**config.mk**
```make
export PLATFORM = sky130hd
export DESIGN_NAME = base32_stream_decoder
export DESIGN_NICKNAME = d
export VERILOG_FILES = /design/src/hdl/b32d_pkg.sv /design/src/hdl/b32d_fifo.sv /design/src/hdl/b32d_front.sv /design/src/hdl/b32d_back.sv /design/src/hdl/base32_stream_decoder.sv
export SDC_FILE = /design/constraint.sdc
export NUM_CORES = 1
export LEC_CHECK = 0
export ABC_AREA = 1
export BUFFER_PORTS_ARGS = -buffer_cell sky130_fd_sc_hd__buf_4
export CORE_ASPECT_RATIO = 0.75
export CORE_MARGIN = 3
export CORE_UTILIZATION = 51
export CTS_CLUSTER_SIZE = 20
export DETAILED_ROUTE_END_ITERATION = 7
export PLACE_DENSITY = 0.85
export SYNTH_ARGS = -nofsm -noshare
export SYNTH_HDL_FRONTEND = slang
export SYNTH_SLANG_ARGS = --single-unit
```
**constraint.sdc**
```tcl
create_clock -name clk_i -period 2.3 [get_ports clk_i]
set_input_delay 0.115 -clock clk_i [delete_from_list [all_inputs] [get_ports clk_i]]
set_output_delay 0.115 -clock clk_i [all_outputs]
set_load 0.02 [all_outputs]
```
**src/hdl/b32d_pkg.sv**
```systemverilog
// ----------------------------------------------------------------------------
// b32d_pkg: shared types and constants of the base32 stream decoder
// word formats on both queue sides, the command passed from front to back,
// register map codes and count defaults
// ----------------------------------------------------------------------------
package b32d_pkg;

  // default saturation point of the decoded byte count
  localparam int unsigned CountMaxDefault = 32'd65535;

  // byte count register width
  localparam int unsigned CountW = 16;

  // pad character
  localparam logic [7:0] PadChar = 8'h3D;

  // depth of the internal queues
  localparam int unsigned QueueDepth = 2;

  // configuration register indexes (address bit 2)
  localparam logic RegAlphabet = 1'b0;
  localparam logic RegPadding  = 1'b1;

  // input word
  typedef struct packed {
    logic [7:0] char_code;
    logic       end_of_text;
  } in_word_t;

  // result word
  typedef struct packed {
    logic              byte_valid;
    logic [7:0]        data_byte;
    logic              done_res;
    logic              status;
    logic [CountW-1:0] byte_count;
  } out_word_t;

  // classified character handed from front to back
  typedef struct packed {
    logic       sym_ok;
    logic [4:0] sym;
    logic       is_pad;
    logic       eot;
  } cmd_t;

endpackage

```
**src/hdl/b32d_fifo.sv**
```systemverilog
// ----------------------------------------------------------------------------
// b32d_fifo: small synchronous queue
// register-file storage, push/pop with full and empty flags
// ----------------------------------------------------------------------------
module b32d_fifo #(
  parameter int unsigned DEPTH = 2,
  parameter int unsigned WIDTH = 8
) (
  input  logic             clk_i,
  input  logic             rst_ni,
  input  logic             push_i,
  input  logic [WIDTH-1:0] wdata_i,
  output logic             full_o,
  input  logic             pop_i,
  output logic [WIDTH-1:0] rdata_o,
  output logic             empty_o
);
  localparam int unsigned PtrW = (DEPTH > 1) ? $clog2(DEPTH) : 1;
  localparam int unsigned CntW = $clog2(DEPTH + 1);

  logic [WIDTH-1:0] mem_q [DEPTH];
  logic [PtrW-1:0]  wr_ptr_q, wr_ptr_d;
  logic [PtrW-1:0]  rd_ptr_q, rd_ptr_d;
  logic [CntW-1:0]  cnt_q, cnt_d;
  logic             do_push, do_pop;

  assign full_o  = (cnt_q == CntW'(DEPTH));
  assign empty_o = (cnt_q == '0);
  assign do_push = push_i && !full_o;
  assign do_pop  = pop_i && !empty_o;
  assign rdata_o = mem_q[rd_ptr_q];

  always_comb begin
    wr_ptr_d = wr_ptr_q;
    rd_ptr_d = rd_ptr_q;
    cnt_d    = cnt_q;
    if (do_push) begin
      wr_ptr_d = (wr_ptr_q == PtrW'(DEPTH - 1)) ? '0 : PtrW'(wr_ptr_q + 1'b1);
    end
    if (do_pop) begin
      rd_ptr_d = (rd_ptr_q == PtrW'(DEPTH - 1)) ? '0 : PtrW'(rd_ptr_q + 1'b1);
    end
    if (do_push && !do_pop) begin
      cnt_d = CntW'(cnt_q + 1'b1);
    end else if (do_pop && !do_push) begin
      cnt_d = CntW'(cnt_q - 1'b1);
    end
  end

  always_ff @(posedge clk_i or negedge rst_ni) begin
    if (!rst_ni) begin
      wr_ptr_q <= '0;
      rd_ptr_q <= '0;
      cnt_q    <= '0;
    end else begin
      wr_ptr_q <= wr_ptr_d;
      rd_ptr_q <= rd_ptr_d;
      cnt_q    <= cnt_d;
    end
  end

  always_ff @(posedge clk_i) begin
    if (do_push) begin
      mem_q[wr_ptr_q] <= wdata_i;
    end
  end

endmodule

```
**src/hdl/b32d_front.sv**
```systemverilog
// ----------------------------------------------------------------------------
// b32d_front: character classifier
// maps a character through the selected alphabet and flags the pad character
// ----------------------------------------------------------------------------
module b32d_front (
  input  b32d_pkg::in_word_t in_word_i,
  input  logic               alphabet_sel_i,
  output b32d_pkg::cmd_t     cmd_o
);
  import b32d_pkg::*;

  function automatic logic [5:0] lookup(input logic [7:0] c, input logic hex);
    logic [7:0] v;
    logic       ok;
    v  = 8'd0;
    ok = 1'b0;
    if (hex) begin
      if (c >= 8'h30 && c <= 8'h39) begin
        v = c - 8'h30; ok = 1'b1;
      end else if (c >= 8'h41 && c <= 8'h56) begin
        v = c - 8'h41 + 8'd10; ok = 1'b1;
      end else if (c >= 8'h61 && c <= 8'h76) begin
        v = c - 8'h61 + 8'd10; ok = 1'b1;
      end
    end else begin
      if (c >= 8'h41 && c <= 8'h5A) begin
        v = c - 8'h41; ok = 1'b1;
      end else if (c >= 8'h61 && c <= 8'h7A) begin
        v = c - 8'h61; ok = 1'b1;
      end else if (c >= 8'h32 && c <= 8'h37) begin
        v = c - 8'h32 + 8'd26; ok = 1'b1;
      end
    end
    return {ok, v[4:0]};
  endfunction

  logic [5:0] lk;

  assign lk            = lookup(in_word_i.char_code, alphabet_sel_i);
  assign cmd_o.sym_ok  = lk[5];
  assign cmd_o.sym     = lk[4:0];
  assign cmd_o.is_pad  = (in_word_i.char_code == PadChar);
  assign cmd_o.eot     = in_word_i.end_of_text;

endmodule

```
**src/hdl/b32d_back.sv**
```systemverilog
// ----------------------------------------------------------------------------
// b32d_back: symbol gatherer
// eight-phase bit packer, padding checker, error latch and byte counter
// ----------------------------------------------------------------------------
module b32d_back #(
  parameter int unsigned COUNT_MAX = b32d_pkg::CountMaxDefault
) (
  input  logic                clk_i,
  input  logic                rst_ni,
  input  logic                fire_i,
  input  b32d_pkg::cmd_t      cmd_i,
  input  logic                require_pad_i,
  output b32d_pkg::out_word_t res_o
);
  import b32d_pkg::*;

  localparam logic [CountW-1:0] CountLimit =
    (COUNT_MAX > 32'd65535) ? {CountW{1'b1}} : CountW'(COUNT_MAX);

  // pads that must follow a group stopping at a given phase
  function automatic logic [2:0] pad_need(input logic [2:0] ph);
    logic [2:0] n;
    unique case (ph)
      3'd2:    n = 3'd6;
      3'd4:    n = 3'd4;
      3'd5:    n = 3'd3;
      3'd7:    n = 3'd1;
      default: n = 3'd0;
    endcase
    return n;
  endfunction

  logic [2:0]        phase_q, phase_d;
  logic [6:0]        left_q, left_d;
  logic              in_pad_q, in_pad_d;
  logic [2:0]        pads_req_q, pads_req_d;
  logic [2:0]        pads_seen_q, pads_seen_d;
  logic              failed_q, failed_d;
  logic [CountW-1:0] count_q, count_d;
  logic              valid;
  logic [7:0]        byte_v;
  logic [2:0]        need;
  logic [4:0]        v;

  assign v = cmd_i.sym;

  always_comb begin
    phase_d     = phase_q;
    left_d      = left_q;
    in_pad_d    = in_pad_q;
    pads_req_d  = pads_req_q;
    pads_seen_d = pads_seen_q;
    failed_d    = failed_q;
    count_d     = count_q;
    valid       = 1'b0;
    byte_v      = 8'd0;
    need        = pad_need(phase_q);

    if (!failed_q) begin
      if (in_pad_q) begin
        if (cmd_i.is_pad && pads_seen_q < pads_req_q) begin
          pads_seen_d = 3'(pads_seen_q + 3'd1);
        end else begin
          failed_d = 1'b1;
        end
      end else if (cmd_i.sym_ok) begin
        unique case (phase_q)
          3'd0: begin
            left_d = {2'b0, v}; phase_d = 3'd1;
          end
          3'd1: begin
            byte_v = {left_q[4:0], v[4:2]}; valid = 1'b1;
            left_d = {5'b0, v[1:0]}; phase_d = 3'd2;
          end
          3'd2: begin
            left_d = {left_q[1:0], v}; phase_d = 3'd3;
          end
          3'd3: begin
            byte_v = {left_q[6:0], v[4]}; valid = 1'b1;
            left_d = {3'b0, v[3:0]}; phase_d = 3'd4;
          end
          3'd4: begin
            byte_v = {left_q[3:0], v[4:1]}; valid = 1'b1;
            left_d = {6'b0, v[0]}; phase_d = 3'd5;
          end
          3'd5: begin
            left_d = {1'b0, left_q[0], v}; phase_d = 3'd6;
          end
          3'd6: begin
            byte_v = {left_q[5:0], v[4:3]}; valid = 1'b1;
            left_d = {4'b0, v[2:0]}; phase_d = 3'd7;
          end
          default: begin
            byte_v = {left_q[2:0], v}; valid = 1'b1;
            left_d = 7'd0; phase_d = 3'd0;
          end
        endcase
      end else if (require_pad_i && phase_q != 3'd0) begin
        if (need != 3'd0 && left_q == 7'd0 && cmd_i.is_pad) begin
          in_pad_d    = 1'b1;
          pads_req_d  = need;
          pads_seen_d = 3'd1;
        end else begin
          failed_d = 1'b1;
        end
      end else begin
        failed_d = 1'b1;
      end
    end

    if (valid && count_q < CountLimit) begin
      count_d = CountW'(count_q + 1'b1);
    end

    // end of text: incomplete padding or an open strict group fails
    if (cmd_i.eot && !failed_d) begin
      if (in_pad_d) begin
        if (pads_seen_d != pads_req_d) begin
          failed_d = 1'b1;
        end
      end else if (require_pad_i && phase_d != 3'd0) begin
        failed_d = 1'b1;
      end
    end

    res_o.byte_valid = valid;
    res_o.data_byte  = byte_v;
    res_o.done_res   = cmd_i.eot;
    res_o.status     = cmd_i.eot && failed_d;
    res_o.byte_count = count_d;

    if (cmd_i.eot) begin
      phase_d     = 3'd0;
      left_d      = 7'd0;
      in_pad_d    = 1'b0;
      pads_req_d  = 3'd0;
      pads_seen_d = 3'd0;
      failed_d    = 1'b0;
      count_d     = '0;
    end
  end

  always_ff @(posedge clk_i or negedge rst_ni) begin
    if (!rst_ni) begin
      phase_q     <= 3'd0;
      left_q      <= 7'd0;
      in_pad_q    <= 1'b0;
      pads_req_q  <= 3'd0;
      pads_seen_q <= 3'd0;
      failed_q    <= 1'b0;
      count_q     <= '0;
    end else if (fire_i) begin
      phase_q     <= phase_d;
      left_q      <= left_d;
      in_pad_q    <= in_pad_d;
      pads_req_q  <= pads_req_d;
      pads_seen_q <= pads_seen_d;
      failed_q    <= failed_d;
      count_q     <= count_d;
    end
  end

endmodule

```
**src/hdl/base32_stream_decoder.sv**
```systemverilog
// ----------------------------------------------------------------------------
// base32_stream_decoder: streaming base32 decoder, one character per word
// a pushed word is registered in the command queue, then its result in
// the result queue (empty falls); throughput: one word per cycle while
// the result queue has room, else the back end stalls
// reset: asynchronous active low; clears queues, decoder state and sets
// alphabet_select to 0 and require_padding to 1
// ----------------------------------------------------------------------------
module base32_stream_decoder #(
  parameter int unsigned COUNT_MAX = b32d_pkg::CountMaxDefault
) (
  input  logic                clk_i,
  input  logic                rst_ni,
  // input queue side
  input  logic                push,
  output logic                full,
  input  b32d_pkg::in_word_t  data_i,
  // result queue side
  output logic                empty,
  input  logic                pop,
  output b32d_pkg::out_word_t data_o,
  // configuration port
  input  logic                psel,
  input  logic                penable,
  input  logic                pwrite,
  input  logic [2:0]          paddr,
  input  logic [31:0]         pwdata,
  output logic [31:0]         prdata,
  output logic                pready
);
  import b32d_pkg::*;

  // configuration registers
  logic alph_q, alph_d;
  logic req_pad_q, req_pad_d;
  logic cfg_wr;

  // front to back command queue
  cmd_t cmd_in, cmd_head;
  logic cmd_full, cmd_empty;

  // back end result
  out_word_t res;
  logic      res_full;
  logic      fire;

  // ---------------------------------------------------------------------------
  // configuration port: no wait states, index from address bit 2
  // ---------------------------------------------------------------------------
  assign pready = 1'b1;
  assign cfg_wr = psel && penable && pwrite && pready;

  always_comb begin
    alph_d    = alph_q;
    req_pad_d = req_pad_q;
    if (cfg_wr) begin
      unique case (paddr[2])
        RegAlphabet: alph_d    = pwdata[0];
        RegPadding:  req_pad_d = pwdata[0];
        default:     alph_d    = alph_q;
      endcase
    end
  end

  always_comb begin
    unique case (paddr[2])
      RegAlphabet: prdata = {31'b0, alph_q};
      RegPadding:  prdata = {31'b0, req_pad_q};
      default:     prdata = '0;
    endcase
  end

  always_ff @(posedge clk_i or negedge rst_ni) begin
    if (!rst_ni) begin
      alph_q    <= 1'b0;
      req_pad_q <= 1'b1;
    end else begin
      alph_q    <= alph_d;
      req_pad_q <= req_pad_d;
    end
  end

  // ---------------------------------------------------------------------------
  // front end: classify the character as it is pushed
  // ---------------------------------------------------------------------------
  b32d_front u_front (
    .in_word_i      (data_i),
    .alphabet_sel_i (alph_q),
    .cmd_o          (cmd_in)
  );

  // the command queue is what the user sees as the input queue
  assign full = cmd_full;

  b32d_fifo #(
    .DEPTH (QueueDepth),
    .WIDTH ($bits(cmd_t))
  ) u_cmd_q (
    .clk_i   (clk_i),
    .rst_ni  (rst_ni),
    .push_i  (push),
    .wdata_i (cmd_in),
    .full_o  (cmd_full),
    .pop_i   (fire),
    .rdata_o (cmd_head),
    .empty_o (cmd_empty)
  );

  // ---------------------------------------------------------------------------
  // back end: one command per cycle whenever the result queue has room
  // ---------------------------------------------------------------------------
  assign fire = !cmd_empty && !res_full;

  b32d_back #(
    .COUNT_MAX (COUNT_MAX)
  ) u_back (
    .clk_i         (clk_i),
    .rst_ni        (rst_ni),
    .fire_i        (fire),
    .cmd_i         (cmd_head),
    .require_pad_i (req_pad_q),
    .res_o         (res)
  );

  // result queue decouples the back end from the consumer
  b32d_fifo #(
    .DEPTH (QueueDepth),
    .WIDTH ($bits(out_word_t))
  ) u_res_q (
    .clk_i   (clk_i),
    .rst_ni  (rst_ni),
    .push_i  (fire),
    .wdata_i (res),
    .full_o  (res_full),
    .pop_i   (pop),
    .rdata_o (data_o),
    .empty_o (empty)
  );

endmodule

```
==> results.md, run 1 <==
- Setup crit start kind: register
- Worst skew pair latency: around 0.4 ns
- Max VDD drop: between 0.9 and 1 mV
- Avg Cell Area, Syn: approximately 8.4 µm²
- DRC: 0
- Mapped Area: between 6000 and 7000 µm²
- Die area: 14100 µm²
- CP max FO: 5
- Global-route wire length before repair: between 20000 and 25000 µm
- Area share of the largest cell type after synthesis: 0.325
- Die Span Y: between 100 and 150 µm
- Total Power Consumption: 0.0107 W
- Share of cells above drive strength 1: 0.177
- Storage cell area: between 3000 and 4000 µm²
- Crit Path Class: register to register
- Routed Antenna Nets: 0
- Crit path required time: roughly 2.5 ns
- Max-cap viol count: 0
- TritonCTS clock tree: yes
- Final Hold Viols: 0
- Outcome: complete, no violations
- Max Root-Sink Buffers: 2
- Cells after DPL: slightly below 1000
- Yosys cell types: 45
- Max-slew headroom: 0.541
- Seq/Total Area, Yosys: 0.496
- Via Count: approximately 5500
- Final instance area: 7780 µm²
- First-pass DRT Iterations: 7
- Chip width: approximately 140 µm
- Initial antenna violation count: 0
- Seq cells post-synth: 114
- Vias per std cell: about 5.3
- Fillers: 950
- Initial Util: 0.539
- Vias in the first global route: 4984
- Number of diodes: 0
- RSZ-0062 raised after global routing: true
- Critical path arrival: around 2.4 ns
- Hold Crit Class: input port to register
- Power per cell area: around 1400 nW/µm²
- Reg clk slew, reported paths: around 0.060 ns
- Gr ovfl total: 0
- Placer Congestion: about 1
- Post-Route WL: roughly 15000 µm
- H-tree depth: 4
- CTS buffer count: 17
- # setup viols final: 0
- Area delta synth->final: 20.3%
- Pin count of the biggest net entering global routing: 45
- Clock Skews: roughly 0.0086 ns
- Setup TNS: 0 ns
- Post-synth top area cell: edfxtp_1
- Sink Count: roughly 110
- Fmax: between 400 and 500 MHz
- Fin crit share: 0.975
- Final min period: between 2 and 2.5 ns
- Crit. End Element: register
- IO buf count: 47
- Multi-input gate area: roughly 2800 µm²
- # rows: 34
- CTS root buf: clkbuf_16
- Placeable Area: 12000 µm²
- Warnings from Yosys: 0
- HPWL after DPL: around 9900 µm
- Ports: roughly 110
- Fin nets: just over 900
- Total track usage: 0.207
- Commonest non-fill, non-tap cell in the layout: nand2_1
- Initial detailed-routing violation count: 589
- Synth Instances: roughly 770
- Most frequent cells in the layout: nand2_1 (208), inv_1 (97), buf_4 (74)
- Leakage: roughly 3.6 nW
- Placement-stage cell area: about 7000 µm²
- Max-slew violations: 0
- DR WL/cell: about 14 µm
- Worst Tran Pin Value: between 0.6 and 0.7 ns
- Top cells by area, synth: edfxtp_1 (33%), dfrtp_1 (17%), nand2_1 (13%), inv_1 (5.7%), o21ai_0 (4.2%)
- Fin cells: ~1000
- Hold slack final: 0.119 ns
synthesized netlist by cell type (all sizes together):
cell type  count
nand2        222
inv          106
edfxtp        70
o21ai         64
nor2          61
dfrtp         43
buf           36
nand3         26
o22ai         22
xor2          21
a21oi         18
ha            15
nand4         15
clkbuf         9
a31oi          8
nor3           8
a221oi         3
nor4           3
or2            3
xnor2          3
and3           2
conb           2
o211ai         2
o21bai         2
a211oi         1
a22oi          1
dfstp          1
o21a           1
o221ai         1
o32ai          1
o41ai          1
layer usage:
layer / up-vias / part of all wire / wire length, µm / global-route usage
met3: 35 / 0.099 / 1450 / 0.0499
met1: 2506 / 0.44 / 6480 / 0.301
met4: 0 / 0.017 / 250 / 0.0806
met5: - / 0 / 0 / 0
li1: 2662 / - / - / -
met2: 301 / 0.44 / 6440 / 0.300
worst max-delay path, cell delays in order (launching register included):
cell and delay (ns):
dfrtp_1 0.40, buf_4 0.16, ha_4 0.16, nand2_2 0.11
nand2_2 0.08, nor2_2 0.10, inv_2 0.09, nor2_8 0.15
nand2_4 0.09, nor2_1 0.22, nand3_1 0.16, xor2_2 0.21
inv_1 0.08
registers in the layout, summed over array words and instances, names as in the netlist:
signal and cells:
u_back.in_pad_q 1, u_back.count_q 16, alph_q 1, req_pad_q 1, u_cmd_q.rd_ptr_q 1, u_res_q.cnt_q 2, u_back.failed_q 1, u_res_q.rd_ptr_q 1
u_back.left_q 7, u_cmd_q.cnt_q 2, u_back.pads_req_q 3, u_res_q.mem_q 54, u_back.phase_q 3, u_cmd_q.mem_q 16, u_back.pads_seen_q 3, u_cmd_q.wr_ptr_q 1
u_res_q.wr_ptr_q 1
where the power goes:
group          switching (W)  internal, W  total (W)
combinational        0.00314      0.00157    0.00471
sequential          0.000328      0.00317    0.00350
clock                0.00102      0.00151    0.00253
total                0.00449      0.00625     0.0107
path summary, 6_finish.rpt:
path	slack, ns	cells after the start	endpoint	from
hold / removal	0.12	3	alph_q	penable
min in group asynchronous	0.26	2	u_back.count_q[14]	rst_ni
setup reg to reg	0.06	12	u_res_q.mem_q[1][6]	u_back.phase_q[1]
max in group asynchronous	1.60	2	u_back.phase_q[0]	rst_ni
setup / recovery	0.06	12	u_res_q.mem_q[1][6]	u_back.phase_q[1]
hold reg to reg	0.56	2	u_res_q.wr_ptr_q	u_res_q.wr_ptr_q
layout make-up:
class                   instances  area share
well taps                     162      0.0261
repair buffers                 80      0.0793
inverters                     106      0.0521
multi-input cells             536       0.356
clock buffers                  17      0.0547
clock inverters                15      0.0191
flip-flops and latches        114       0.412
cells by family (layout without fill, tap and decap cells):
logic type	count (synthesis)	after routing	synth area share
simple gates	340	340	0.222
buf+inv	151	218	0.108
compound gates	125	125	0.111
flops	114	114	0.496
xor+xnor	24	24	0.0325
fa+ha+maj	15	15	0.0290
other cells	2	32	0.00116
metrics by stage:
stage                     worst slack [ns]  utilization
final                               0.0584        0.648
after global placement               0.118        0.584
after CTS                           0.0314        0.636
after global routing               -0.0485        0.648
after floorplan                     0.0578            -
after detailed placement            0.0634        0.584
what timing repair did:
item | 4_1_cts | 5_1_grt
gates resized for setup | 0 | 30
hold buffers | 5 | 0
setup endpoints to repair | 0 | 24
endpoints found under the hold margin | 47 | 0
buffers inserted | 0 | 6
Power figures use the tool's default switching activity.
==> run 2, diff against run 1 <==
Settings changed: CORE_UTILIZATION 51 to 35, PLACE_DENSITY 0.85 to 0.64.
==> results.md, run 2 (synthesized netlist as in run 1, its figures left out) <==
- Worst skew pair latency: 0.40 ns (about the same)
- DR WL/cell: 12.8 µm (-10%)
- Initial antenna violation count: 0 (unchanged)
- Reg2Reg Setup Slack: 0.13 ns (+0.07 ns)
- Largest reg by FF count: u_res_q.mem_q
- Max VDD drop: 0.656 mV (-29%)
- HPWL after DPL: 10000 µm (+1.3%)
- TritonCTS clock tree: yes
- Worst Tran Pin Value: 0.587 ns (-0.0999 ns)
- CP max FO: 4 (-1)
- Routed Antenna Nets: 0 (unchanged)
- Via Count: 5243 (-4.7%)
- R2R depth: 15 (+3)
- Fmax: 460 MHz (+3.2%)
- Fin crit share: 0.945 (-0.0300)
- Crit Path Class: register to register
- Hold Crit Depth: 3 (unchanged)
- Final Hold Viols: 0 (unchanged)
- Crit path required time: 2.44 ns (-0.02 ns)
- Max-slew headroom: 0.609 (+0.0683)
- Placer Congestion: 0.924 (-9.8%)
- # rows: 42 (+24%)
- Fin nets: 925 (+0.43%)
- Post-Route WL: 14200 µm (-2.7%)
- Final instance area: 7900 µm² (+1.6%)
- Reg2reg start: u_back.phase_q[0]
- Share of cells above drive strength 1: 0.177 (-0.000814)
- Max reg flops: 54 (unchanged)
- Placeable Area: 17900 µm² (+49%)
- Sink Count: 114 (unchanged)
- Power per cell area: 1360 nW/µm² (-1.8%)
- Pin count of the biggest net entering global routing: 45 (unchanged)
- Global-route wire length before repair: 23500 µm (+0.89%)
- Final core utilization: 0.442 (-0.206)
- Outcome: complete, no violations
- Chip width: 163 µm (+20%)
- Die Span Y: 124 µm (+20%)
- RSZ-0062 raised after global routing: true
- Initial Util: 0.362 (-0.177)
- Die area: 20200 µm² (+43%)
- Gr ovfl total: 0 (unchanged)
- Critical path arrival: 2.32 ns (-0.08 ns)
- Max-slew violations: 0 (unchanged)
- Number of diodes: 0 (unchanged)
- Worst Min Path Start: penable
- Max Root-Sink Buffers: 2 (unchanged)
- # setup viols final: 0 (unchanged)
- Initial detailed-routing violation count: 447 (-24%)
- Worst setup startpoint: u_back.phase_q[0]
- IO buf count: 47 (unchanged)
- Leakage: 3.65 nW (+0.74%)
- Most frequent cells in the layout: nand2_1 (214), inv_1 (98), buf_4 (79)
- Hold Crit Class: input port to register
- Hold slack final: 0.116 ns (-0.00321 ns)
- Clock Skews: 0.00724 ns (-0.00141 ns)
- Setup crit start kind: register
- First-pass DRT Iterations: 5 (-2)
- Ports: 113 (unchanged)
- Commonest non-fill, non-tap cell in the layout: nand2_1
- Total track usage: 0.145 (-0.0623)
- Placement-stage cell area: 7130 µm² (+1.8%)
- CTS root buf: clkbuf_16
- Largest regs: u_res_q.mem_q (54), u_back.count_q (16), u_cmd_q.mem_q (16)
- Hold Path End: alph_q
- Final min period: 2.17 ns (-0.0689 ns)
- FF-to-FF End: u_res_q.mem_q[0][16]
- Pre-CTS setup slack: 0.0523 ns (-0.0111 ns)
- Vias in the first global route: 4832 (-3.0%)
- Vias per std cell: 4.71 (-12%)
- Area delta synth->final: 22.2%
- Max-cap viol count: 0 (unchanged)
- CTS buffer count: 17 (unchanged)
- DRC: 0 (unchanged)
- Crit. End Element: register
- Reg clk slew, reported paths: 0.06 ns (about the same)
- Final WS setup: 0.127 ns (+0.0689 ns)
- H-tree depth: 4 (unchanged)
-- run 2: cell count changes in the layout (fill, tap and decap cells not counted), sizes merged --
cell      before  now
bufinv         1    2
clkinvlp       4    1
inv          113  109
buf           75   79
clkinv         3    8
clkbuf        17   18
-- run 2: per-layer routing --
metal	wire [µm]	share of wire	track usage	up-vias
met4	101	0.0071	0.0328	0
met5	0	0	0	-
li1	-	-	-	2663
met1	7300	0.51	0.218	2403
met2	5970	0.42	0.213	164
met3	858	0.060	0.0322	13
-- run 2: timing repair --
item,in CTS,in global routing
buffers inserted,0,7
hold endpoints to repair,47,0
hold buffers,5,0
setup endpoints to repair,0,20
resized for setup,0,22
-- run 2: worst max-delay path: stages (launching register included) --
cell,delay (ns)
dfrtp_1,0.41
inv_1,0.12
ha_2,0.21
inv_1,0.06
nand2_1,0.06
nand2_1,0.08
nand2_1,0.10
nand2_1,0.07
nor2_2,0.15
nand4_1,0.11
nand2_1,0.11
nand2_1,0.06
nand2_1,0.06
nand2_1,0.07
o21bai_2,0.16
a21oi_2,0.10
-- run 2: where the power goes --
group	internal (W)	switching [W]	total, W	leakage, nW
logic	0.00157	0.00309	0.00465	2.10
clock network	0.00163	0.000973	0.00261	0.289
registers	0.00317	0.000285	0.00345	1.26
-- run 2: stage by stage --
step | setup TNS [ns] | cells | total power, W
global route | -0.166 | 1114 | 0.0115
finish | 0 | 1114 | 0.0107
floorplan | 0 | 801 | 0.00643
detailed placement | 0 | 1070 | 0.00805
CTS | 0 | 1107 | 0.0107
global placement | 0 | 1070 | 0.00802
-- run 2: worst max path at each step --
| stage | depth (start not counted) | to | slack, ns |
|---|---|---|---|
| floorplan | 3 | u_res_q.mem_q[1][0] | 0.06 |
| global placement | 14 | u_res_q.mem_q[0][16] | 0.09 |
| detailed placement | 14 | u_res_q.mem_q[1][16] | 0.05 |
| CTS | 14 | u_res_q.mem_q[0][16] | 0.03 |
| global route | 15 | u_res_q.mem_q[0][16] | -0.05 |
| finish | 15 | u_res_q.mem_q[0][16] | 0.13 |
-- run 2: cell type report --
| cell class | count | area (µm²) |
|---|---|---|
| repair buffers | 84 | 643 |
| well taps | 242 | 303 |
| inverters | 106 | 410 |
| multi-input cells | 536 | 2750 |
| clock inverters | 14 | 151 |
| clock buffers | 18 | 439 |
| fillers | 1767 | 9970 |
| flip-flops and latches | 114 | 3200 |
==> run 3, diff against run 2 <==
Settings changed: SYNTH_HIERARCHICAL from default to 1.
==> results.md, run 3 <==
- Max Root-Sink Buffers: 2 (unchanged)
- Fin nets: 967 (+4.5%)
- Final Hold Viols: 0 (unchanged)
- Largest regs: u_res_q/mem_q (54), u_back/count_q (16), u_cmd_q/mem_q (16)
- Die Span Y: 127 µm (+2.9%)
- Met1 Wirelength: 8070 µm (+11%)
- Pin count of the biggest net entering global routing: 45 (unchanged)
- # setup viols final: 0 (unchanged)
- Critical path arrival: 2.34 ns (+0.02 ns)
- CTS root buf: clkbuf_16
- TritonCTS clock tree: yes
- Avg Cell Area, Syn: 8.31 µm² (-0.93%)
- Reg clk slew, reported paths: 0.06 ns (about the same)
- Fmax: 458 MHz (-0.48%)
- DR WL/cell: 13.3 µm (+3.8%)
- Die area: 21400 µm² (+6.0%)
- Initial detailed-routing violation count: 398 (-11%)
- Setup crit start kind: register
- Mapped Area: 6870 µm² (+6.3%)
- Hold Crit Class: input port to register
- Fin crit share: 0.949 (+0.00459)
- Max reg flops: 54 (unchanged)
- Seq cells post-synth: 114 (unchanged)
- Initial Util: 0.364 (+0.00197)
- Total Power Consumption: 0.0110 W (+2.4%)
- Routed Antenna Nets: 0 (unchanged)
- CP max FO: 18 (+14)
- Pre-CTS setup slack: 0.0546 ns (+0.00230 ns)
- Global-route wire length before repair: 25100 µm (+6.7%)
- Worst skew pair latency: 0.41 ns (about the same)
- Vias per std cell: 4.79 (+1.8%)
- Placer Congestion: 0.940 (+1.7%)
- Number of diodes: 0 (unchanged)
- Commonest non-fill, non-tap cell in the layout: nand2_1
- Max-slew violations: 0 (unchanged)
- Slowest cell on crit path: dfrtp_1
- Final core utilization: 0.431 (-0.0109)
- Sink Count: 114 (unchanged)
- Top cells by area, synth: edfxtp_1 (31%), dfrtp_1 (16%), nand2_1 (15%), inv_1 (4.8%), buf_4 (4.2%)
- Most numerous cell in the Yosys netlist: nand2_1
- Met2 wire length: 6160 µm (+3.1%)
- Crit Path Class: register to register
- Final WS setup: 0.117 ns (-0.0106 ns)
- First-pass DRT Iterations: 5 (unchanged)
- Post-Route WL: 15400 µm (+8.2%)
- Most frequent cells in the layout: nand2_1 (268), inv_1 (86), edfxtp_1 (70)
- Crit path required time: 2.45 ns (about the same)
- Largest reg by FF count: u_res_q/mem_q
- Max-slew headroom: 0.575 (-0.0334)
- Chip width: 168 µm (+3.0%)
- Leading cell types by count after synthesis: nand2_1 (271), inv_1 (88), edfxtp_1 (70), nand3_1 (52), dfrtp_1 (43)
- Area share of the largest cell type after synthesis: 0.306 (-0.0192)
- Placeable Area: 18900 µm² (+5.7%)
- DRC: 0 (unchanged)
- Post-synth top area cell: edfxtp_1
- Area delta synth->final: 18.5%
- Max-cap viol count: 0 (unchanged)
- Seq/Total Area, Yosys: 0.466 (-0.0292)
- Ys flop type: edfxtp_1
- Synth Instances: 827 (+7.3%)
- Via Count: 5565 (+6.1%)
- Cells along the critical path: buf_4 > ha_2 > nand2_4 > nand2_2 > nor2_4 > inv_2 > nor2_8 > nand2_4 > inv_8 > nand2_4 > nor2_4 > xor2_2 > inv_1
- Crit-path max cell delay: 0.40 ns (about the same)
- Outcome: complete, no violations
- CTS buffer count: 17 (unchanged)
- Cell repeated most along the worst path: nand2_4
- Leakage: 3.76 nW (+3.1%)
- Total track usage: 0.146 (+0.00126)
- Vias in the first global route: 4843 (+0.23%)
- DR top layer: met4
- Ports: 113 (unchanged)
- # rows: 43 (+2.4%)
- H-tree depth: 4 (unchanged)
- Worst Tran Pin Value: 0.637 ns (+0.0501 ns)
- Initial antenna violation count: 0 (unchanged)
- EDFF count, synth: 70 (unchanged)
- Final min period: 2.18 ns (+0.0106 ns)
- Async set-reset flop share out of synthesis: 0.386 (unchanged)
- HPWL after DPL: 11200 µm (+12%)
- Gr ovfl total: 0 (unchanged)
- Share of cells above drive strength 1: 0.199 (+0.0225)
- Routed wl met3: 1040 µm (+22%)
- Max VDD drop: 0.897 mV (+37%)
- Crit. End Element: register
- Power per cell area: 1350 nW/µm² (-0.66%)
- Yosys cell types: 46 (+2.2%)
- Warnings from Yosys: 6 (+6)
- Clock Skews: 0.00921 ns (+0.00197 ns)
- IO buf count: 47 (unchanged)
-- run 3: through the flow --
stage,hold WS [ns],cells,instance area [µm²],setup TNS (ns)
floorplan,-0.181,857,6990,0
global route,0.0415,1161,8140,-0.0537
CTS,0.0116,1160,8110,0
finish,0.0318,1161,8140,0
global placement,0.178,1122,7470,0
detailed placement,0.192,1122,7470,0
-- run 3: final timing paths --
| path | start | end | slack [ns] | depth (start not counted) |
|---|---|---|---|---|
| hold / removal | paddr[2] | alph_q | 0.03 | 4 |
| setup reg to reg | u_back/phase_q[1] | u_res_q/mem_q[1][10] | 0.12 | 13 |
| setup / recovery | u_back/phase_q[1] | u_res_q/mem_q[1][10] | 0.12 | 13 |
| max in group asynchronous | rst_ni | u_cmd_q/rd_ptr_q | 1.57 | 2 |
| min in group asynchronous | rst_ni | u_res_q/rd_ptr_q | 0.27 | 2 |
| hold reg to reg | u_cmd_q/wr_ptr_q | u_cmd_q/wr_ptr_q | 0.48 | 2 |
-- run 3: kinds of logic after synthesis --
logic type               count (synthesis)  synth area share
AO/OA/AOI/OAI                           91            0.0847
XOR/XNOR                                18            0.0240
adder cells (fa/ha/maj)                 15            0.0273
buffers and inverters                  155             0.111
flip-flops                             114             0.466
other                                    2           0.00109
AND/OR/NAND/NOR                        432             0.286
-- run 3: area by class of cell --
class | instances | area, µm²
Clock buffer | 17 | 425
Inverter | 104 | 398
Timing Repair Buffer | 76 | 598
Sequential cell | 114 | 3210
Multi-Input combinational cell | 588 | 3050
Fill cell | 1802 | 10700
Tap cell | 247 | 309
Clock inverter | 15 | 159
-- run 3: critical path: cells and delay by family (launching register included) --
| family | cells | cell delay [ns] |
|---|---|---|
| buffers and inverters | 4 | 0.44 |
| and+or+nand+nor | 7 | 0.69 |
| adders and majority gates | 1 | 0.19 |
| DFF | 1 | 0.40 |
| xor gates and xnor gates | 1 | 0.19 |
-- run 3: power by group --
group          total, W  switching [W]  internal (W)
combinational   0.00485        0.00323       0.00162
clock           0.00257       0.000970       0.00160
sequential      0.00355       0.000377       0.00317
-- run 3: metal layers --
layer | up-vias | GRT usage
li1 | 2812 | -
met1 | 2567 | 0.235
met2 | 177 | 0.193
met3 | 9 | 0.0334
met4 | 0 | 0.0394
met5 | - | 0
-- run 3: repair_timing --
item | in CTS | in global routing
setup buffers | 0 | 1
endpoints found under the setup margin | 0 | 25
hold buffers | 6 | 0
gates resized for setup | 0 | 12
endpoints found under the hold margin | 48 | 0
